`src/sv/omni_wheel_odometry_defines.svh`:
```
// ---------------------------------------------------------------------------
// Assertion macros used by owo_back in the odometry RTL.
// ---------------------------------------------------------------------------
`ifndef OMNI_WHEEL_ODOMETRY_DEFINES_SVH
`define OMNI_WHEEL_ODOMETRY_DEFINES_SVH

// Check that a condition implies a result in the same cycle.
`define OWO_ASSERT_IMP(lbl, clk, rst_n, cond, prop, msg) \
	lbl: assert property (@(posedge clk) disable iff (!rst_n) (cond) |-> (prop)) \
		else $error(msg);

// Check that a condition implies a result in the next cycle.
`define OWO_ASSERT_NEXT(lbl, clk, rst_n, cond, prop, msg) \
	lbl: assert property (@(posedge clk) disable iff (!rst_n) (cond) |=> (prop)) \
		else $error(msg);

`endif

```
`src/sv/owo_pkg.sv`:
```
// ---------------------------------------------------------------------------
// owo_pkg
// Types and constants for the three-wheel omni odometry block.
// ---------------------------------------------------------------------------
package owo_pkg;
	localparam int CordicSteps = 14;
	localparam int GainQ24 = 10188014;
	localparam logic [19:0] InvSqrt3Q20 = 20'd605396;
	localparam logic [2:0] ModeStep = 3'd0;
	localparam logic [2:0] ModeSetAll = 3'd1;
	localparam logic [2:0] ModeSetX = 3'd2;
	localparam logic [2:0] ModeSetY = 3'd3;
	localparam logic [2:0] ModeSetHead = 3'd4;
	localparam logic [1:0] RegCpr = 2'd0;
	localparam logic [1:0] RegLpc = 2'd1;
	localparam logic [1:0] RegTpl = 2'd2;

	typedef struct packed {
		logic [2:0] mode;
		logic signed [47:0] t1;
		logic signed [47:0] t2;
		logic signed [47:0] t3;
		logic signed [31:0] new_x;
		logic signed [31:0] new_y;
		logic [15:0] new_heading;
	} req_t;

	typedef enum logic [3:0] {
		S_IDLE, S_DIFF, S_DXMUL, S_CLAMP, S_FOLD, S_CORDIC,
		S_MUL1, S_MUL2, S_SUM, S_ADD, S_OUT
	} back_state_t;

	function automatic logic signed [15:0] atan_units(input logic [3:0] i);
		case (i)
			4'd0: atan_units = 16'sd8192;
			4'd1: atan_units = 16'sd4836;
			4'd2: atan_units = 16'sd2555;
			4'd3: atan_units = 16'sd1297;
			4'd4: atan_units = 16'sd651;
			4'd5: atan_units = 16'sd326;
			4'd6: atan_units = 16'sd163;
			4'd7: atan_units = 16'sd81;
			4'd8: atan_units = 16'sd41;
			4'd9: atan_units = 16'sd20;
			4'd10: atan_units = 16'sd10;
			4'd11: atan_units = 16'sd5;
			4'd12: atan_units = 16'sd3;
			4'd13: atan_units = 16'sd1;
			default: atan_units = 16'sd0;
		endcase
	endfunction
endpackage

```
`src/sv/owo_front.sv`:
```
// ---------------------------------------------------------------------------
// owo_front
// Accepts requests, wraps step wheel deltas and scales them to wheel travel,
// one wheel per cycle through a shared multiplier, then queues the request.
// ---------------------------------------------------------------------------
module owo_front import owo_pkg::*; (
	input  logic               clk,
	input  logic               arst_n,
	input  logic               push,
	output logic               full,
	input  logic [2:0]         mode,
	input  logic signed [15:0] wheel1_delta,
	input  logic signed [15:0] wheel2_delta,
	input  logic signed [15:0] wheel3_delta,
	input  logic signed [31:0] new_x,
	input  logic signed [31:0] new_y,
	input  logic signed [15:0] new_heading,
	input  logic [15:0]        cpr,
	input  logic [31:0]        lpc,
	output logic               q_valid,
	output req_t               q_data,
	input  logic               q_take
);
	logic        busy_q;
	logic [1:0]  wsel_q;
	req_t        cur_q;
	logic signed [15:0] d_q [3];
	req_t        fifo_q [2];
	logic        wr_q, rd_q;
	logic [1:0]  cnt_q;
	logic signed [16:0] d, dw, half;
	logic signed [49:0] prod;
	logic signed [47:0] tr;
	logic        done;

	assign full = busy_q;
	assign half = $signed({2'b0, cpr[15:1]});
	assign d = {d_q[wsel_q][15], d_q[wsel_q]};
	always_comb begin
		dw = d;
		if (d > half) dw = d - $signed({1'b0, cpr});
		else if (d < -half) dw = d + $signed({1'b0, cpr});
	end
	assign prod = dw * $signed({1'b0, lpc});
	assign tr = 48'(prod >>> 8);
	assign done = busy_q && (wsel_q == 2'd3) && (cnt_q != 2'd2);
	assign q_valid = cnt_q != 2'd0;
	assign q_data = fifo_q[rd_q];

	always_ff @(posedge clk or negedge arst_n) begin
		if (!arst_n) begin
			busy_q <= 1'b0;
			wsel_q <= 2'd0;
			wr_q <= 1'b0;
			rd_q <= 1'b0;
			cnt_q <= 2'd0;
		end else begin
			if (push && !busy_q) begin
				busy_q <= 1'b1;
				wsel_q <= (mode == ModeStep) ? 2'd0 : 2'd3;
			end else if (busy_q && wsel_q != 2'd3) begin
				wsel_q <= wsel_q + 2'd1;
			end else if (done) begin
				busy_q <= 1'b0;
			end
			if (done) wr_q <= ~wr_q;
			if (q_take) rd_q <= ~rd_q;
			cnt_q <= cnt_q + {1'b0, done} - {1'b0, q_take};
		end
	end

	always_ff @(posedge clk) begin
		if (push && !busy_q) begin
			cur_q.mode <= mode;
			cur_q.new_x <= new_x;
			cur_q.new_y <= new_y;
			cur_q.new_heading <= new_heading;
			cur_q.t1 <= '0;
			cur_q.t2 <= '0;
			cur_q.t3 <= '0;
			d_q[0] <= wheel1_delta;
			d_q[1] <= wheel2_delta;
			d_q[2] <= wheel3_delta;
		end else if (busy_q) begin
			case (wsel_q)
				2'd0: cur_q.t1 <= tr;
				2'd1: cur_q.t2 <= tr;
				2'd2: cur_q.t3 <= tr;
				default: ;
			endcase
		end
		if (done) fifo_q[wr_q] <= cur_q;
	end
endmodule

```
`config.mk`:
```
export PLATFORM = sky130hd
export DESIGN_NAME = owo_front
export DESIGN_NICKNAME = d
export VERILOG_FILES = /design/src/sv/omni_wheel_odometry_defines.svh /design/src/sv/owo_pkg.sv /design/src/sv/owo_front.sv
export SDC_FILE = /design/constraint.sdc
export NUM_CORES = 2
export LEC_CHECK = 0
export BUFFER_PORTS_ARGS = -buffer_cell sky130_fd_sc_hd__clkbuf_2
export CAP_MARGIN = 20
export CORE_MARGIN = 2
export CORE_UTILIZATION = 60
export CTS_CLUSTER_SIZE = 10
export DETAILED_ROUTE_END_ITERATION = 16
export PLACE_DENSITY = 0.8
export SLEW_MARGIN = 15
export SYNTH_ARGS = -nofsm -noshare
export SYNTH_HDL_FRONTEND = slang
export SYNTH_SLANG_ARGS = --single-unit
```
`constraint.sdc`:
```
create_clock -name clk -period 21.1 [get_ports clk]
set_input_delay 4.22 -clock clk [delete_from_list [all_inputs] [get_ports clk]]
set_output_delay 4.22 -clock clk [all_outputs]
set_load 0.1 [all_outputs]
```
Yosys cells after proc, flatten, opt, wreduce, memory -nomap -nowiden
Memories as Yosys holds them, arrays and structs flattened.
Index checks and enable logic that the tools add are counted.
Storage, ports and cells
  memory bits (writable): 502
  flip-flop bits (word level): 216
  memories: 2
  word-level logic and storage cells: 57
Memories
  fifo_q: words 2, width 227, read ports 1, clocked after Yosys merged registers in 0, wr ports 1, line owo_front.sv:28  | req_t fifo_q [2];
  d_q: words 3, width 16, read ports 1, clocked after Yosys merged registers in 0, wr ports 3, line owo_front.sv:27  | logic signed [15:0] d_q [3];
Cells by class
  $mul: 1
  $lt $le $gt $ge: 2
  bitwise operators: 2
  eq/ne operators: 6
  add/sub/neg operators: 6
  reductions and logical operators: 14
  mux-type cells: 12
Operators by type and width (count)
  multiplier 17 x 33 -> 50 bit: 1
  2-to-1 mux 17 bit: 2
  adder 16 x 17 -> 17 bit: 1
  less-than comparator 16 x 17 -> 1 bit: 1
  negation 15 -> 17 bit: 1
  subtractor 16 x 17 -> 17 bit: 1
  greater-than comparator 16 bit: 1
  AND reduction 2 bit: 4
  2-to-1 mux 1 bit: 7
  2-to-1 mux 2 bit: 3
  != test 2 bit (second input constant): 3
  nonzero test 2 bit: 3
  equality test 2 bit (second input constant): 2
  logical AND 1 bit: 4
  logical NOT 3 bit: 1
  adder 2 x 1 -> 2 bit: 1
  adder 2 x 1 -> 2 bit (second input constant): 1
  equality test 2 x 1 -> 1 bit (second input constant): 1
  logical NOT 2 bit: 1
  inverter 1 bit: 2
  subtractor 2 x 1 -> 2 bit: 1
  logical NOT 1 bit: 1

Longest topological paths before layout
  depth in word-level cells: 6
  gate-level depth with buffers: 44
  depth with buffers taken out: 41

Least setup slack after synthesis
Ideal clock, no wire load.
  path kind: input -> register
  start point: in cpr[4]
  end point: reg cur_q[113] (netlist name)
  path slack: 7.799 ns
  arrival time: 13.184 ns
  setup time: 0.117 ns
  stages: 40
  buffers on the path: 4
  cell sequence: nor4_1 > nand2_1 > nor4_1 > xnor2_1 > ha_1 > nand4_1 > nor3_1 > nand3_1 > o211ai_2 > nand2_1 > o21ai_1 > or2_1 > buf_2 > buf_2 > o21ai_0 > a21oi_1 > clkbuf_1 > nand2_1 > [... 4 more ...] > fa_1 > fa_1 > inv_1 > fa_1 > inv_1 > ha_1 > buf_2 > a21oi_2 > o21ai_1 > a221o_1 > a21oi_1 > o21ai_1 > a221o_1 > a2111o_1 > a31oi_1 > o221ai_1 > xnor2_2 > a22o_1
Between the ends
  cells in the longest elaborated chain, start to end: 5
Ends and longest elaborated chain
  from (decl): line owo_front.sv:18  | input logic [15:0] cpr,
  negation 15 -> 17 bit: line owo_front.sv:42  | else if (d < -half) dw = d + $signed({1'b0, cpr});
  less-than comparator 16 x 17 -> 1 bit: line owo_front.sv:42
  2-to-1 mux 17 bit: line owo_front.sv:42
  2-to-1 mux 17 bit (*): line owo_front.sv:41  | if (d > half) dw = d - $signed({1'b0, cpr});
  multiplier 17 x 33 -> 50 bit (*): line owo_front.sv:44  | assign prod = dw * $signed({1'b0, lpc});
  to (decl): line owo_front.sv:26  | req_t cur_q;
Mark *: on every way between the ends. The rest lies on a longest branch, timed or not.
A chain may end at the register's enable or synchronous reset.

Worst setup path after layout
  start point: in cpr[4]
  end point: reg cur_q[118] (netlist name)
The elaborated chain is that of the path after synthesis.

==> impl_metrics.ini <==
[outcome]
status = finished clean

[worst_setup_path]
cp_top_family = adder cells
crit_path_frequent_cell = fa_1
worst_setup_path_start_kind = input port
worstPathMaxFanout = 32
crit_path_end_kind = register
crit_type = input port to register
slowest_stage = a21oi_4
cp_data_arrival_time_ps = 15040
critPathMaxStageDelay_ps = 890
worst-r2r-cell-count = 36
cp.buffers_inverters = 6
crit_cells = 39
critical_path_required_ps = 21660

[yosys]
synth_ff_type = edfxtp_1
synth-simple-area-share_pct = 9.46
syn_area_mm2 = 0.0446
synth_compound_area_share_pct = 7.67
ys_seq_area_share_pct = 43.0
synth_top_family_by_area = adder cells
synth_edf_count = 549
ys_ff_latch = 682
synthAdderAreaFrac_pct = 26.5
synth_nets = 4562
synth_mux_area_share_pct = 5.82
ys_warn_count = 0
netlist.area_leader.share_pct = 36.9
synth_top_cell_by_area = edfxtp_1
async_flop_share_pct = 1.03
synthCells = 3705
avgSynthCellArea_um2 = 12.0
synth_xor_area_share_pct = 1.10
ys_types = 89
synth_area_leaders = edfxtp_1 (37%), fa_1 (20%), ha_1 (6.3%), dfxtp_1 (5.7%), mux2_2 (5.3%)

[sta]
max-slew-margin-rel_pct = 25.8
fin_skew_ps = 40.9
post-route-min-period_ps = 14480
rsz0062_at_grt = false
final_hold_viol_count = 0
finalSetupViolations = 0
tns_ps = 0
timing.fmax_ghz = 0.0691
fin_crit_sh_pct = 68.6
final_max_slew_viol_count = 0
tightestPinTransition_ps = 1110

[route]
drt_iter0_drc = 2223
vias = 29500
first_pass_iters = 6
drt.antenna.violating_nets = 0
drcViolationCount = 0
wire_per_inst_um = 21.8
viasPerCell = 5.83
routed_wl_mm = 110

[global_routing]
overflow = 0
grt_antenna_before_repair = 4
grt_pass1_wl_mm = 173
grt_pass1_vias = 30900
track_usage_pct = 29.1
grt_max_degree = 85

[die]
fp.dieH_um = 277
num_rows = 100
dieArea_mm2 = 0.0766
design.core.area_mm2 = 0.0741
initial_utilization_pct = 60.3
boundaryPins = 412
die_w_um = 277

[cts]
cts_max_path_buffers = 3
cts_hold_buf = 0
cts_setup_buffers = 0
cts_num_sinks = 682
cts.clk_slew.worst_paths_ps = 50
post_cts_resized = 0
htreeDepth = 3
cts_buffers = 79
cts-root-buf = clkbuf_16
clkLatencyLatePin_ps = 620
cts_tree = done

[place]
gp_congestion = 0.920
port-buffer-count = 411
dp_hpwl_mm = 79.7

[layout]
nets = 4890
syn_to_final_growth_pct = 11.7
most-common-layout-cells = edfxtp_1 (549), inv_1 (538), fa_1 (450)
drive_above_1_share_pct = 19.6
final_core_utilization_pct = 67.3
final_common_cell = edfxtp_1

[hold_path]
hold_depth = 0
hold_class = register to register

[flow_run]
timing.max_cap.violations = 0
[cell usage after synthesis, drive strengths merged, types with 34 or more instances]
master,n
edfxtp,549
inv,538
fa,450
nand2,319
ha,224
mux2,209
and2,199
clkbuf,146
dfxtp,126
nor2,105
a21oi,99
a22o,91
o21ai,75
buf,55
nand3,54
xnor2,41
nor2b,35
nor3,34
[registers in the layout, indices dropped and copies added, names as in the netlist]
register / flops
fifo_q: 418
d_q: 48
wr_q: 1
full: 1
cnt_q: 2
wsel_q: 2
cur_q: 209
rd_q: 1
[metal layers]
layer | routed length, µm | track usage, % | vias to the layer above
li1 | - | - | 13100
met1 | 44300 | 38.5 | 14800
met2 | 53000 | 47.5 | 1333
met3 | 9660 | 7.09 | 237
met4 | 3450 | 9.71 | 6
met5 | 41 | 0 | -
[per-stage QoR]
step | instance area, µm² | cells | setup WS [ps] | hold slack, ps
after detailed placement | 47500 | 4921 | 6140 | 430
after global placement | 47500 | 4921 | 6340 | 422
after CTS | 49800 | 5063 | 6820 | 415
final | 49900 | 5064 | 6620 | 415
after global routing | 49900 | 5064 | 6010 | 432
after floorplan | 44600 | 3705 | 7800 | 421
[layout make-up]
| type | count | area [µm²] |
|---|---|---|
| Fill cell | 5268 | 24200 |
| Multi-Input combinational cell | 2284 | 22700 |
| Sequential cell | 682 | 19200 |
| Timing Repair Buffer | 448 | 2330 |
| Clock buffer | 133 | 2190 |
| Inverter | 538 | 2020 |
| Tap cell | 969 | 1210 |
| Clock inverter | 9 | 191 |
| Antenna cell | 1 | 2.50 |
[path summary, 6_finish.rpt]
kind | to | startpoint | slack (ps)
setup / recovery | cur_q[118] | cpr[4] | 6620
hold / removal | fifo_q[1][10] | cur_q[10] | 420
setup reg to reg | cur_q[118] | wsel_q[0] | 9470
hold reg to reg | fifo_q[1][10] | cur_q[10] | 420
max in group asynchronous | rd_q | arst_n | 17480
min in group asynchronous | cnt_q[1] | arst_n | 3430
[cells by family after synthesis]
group                    Yosys count
buffers and inverters            739
AO/OA/AOI/OAI                    468
XOR/XNOR                          55
multiplexers                     233
AND/OR/NAND/NOR                  854
adder cells (fa/ha/maj)          674
flip-flops                       682
Power is left out: the tool's default activity adds up to more than one toggle a clock period on the data nets, which glitch-free logic cannot reach.
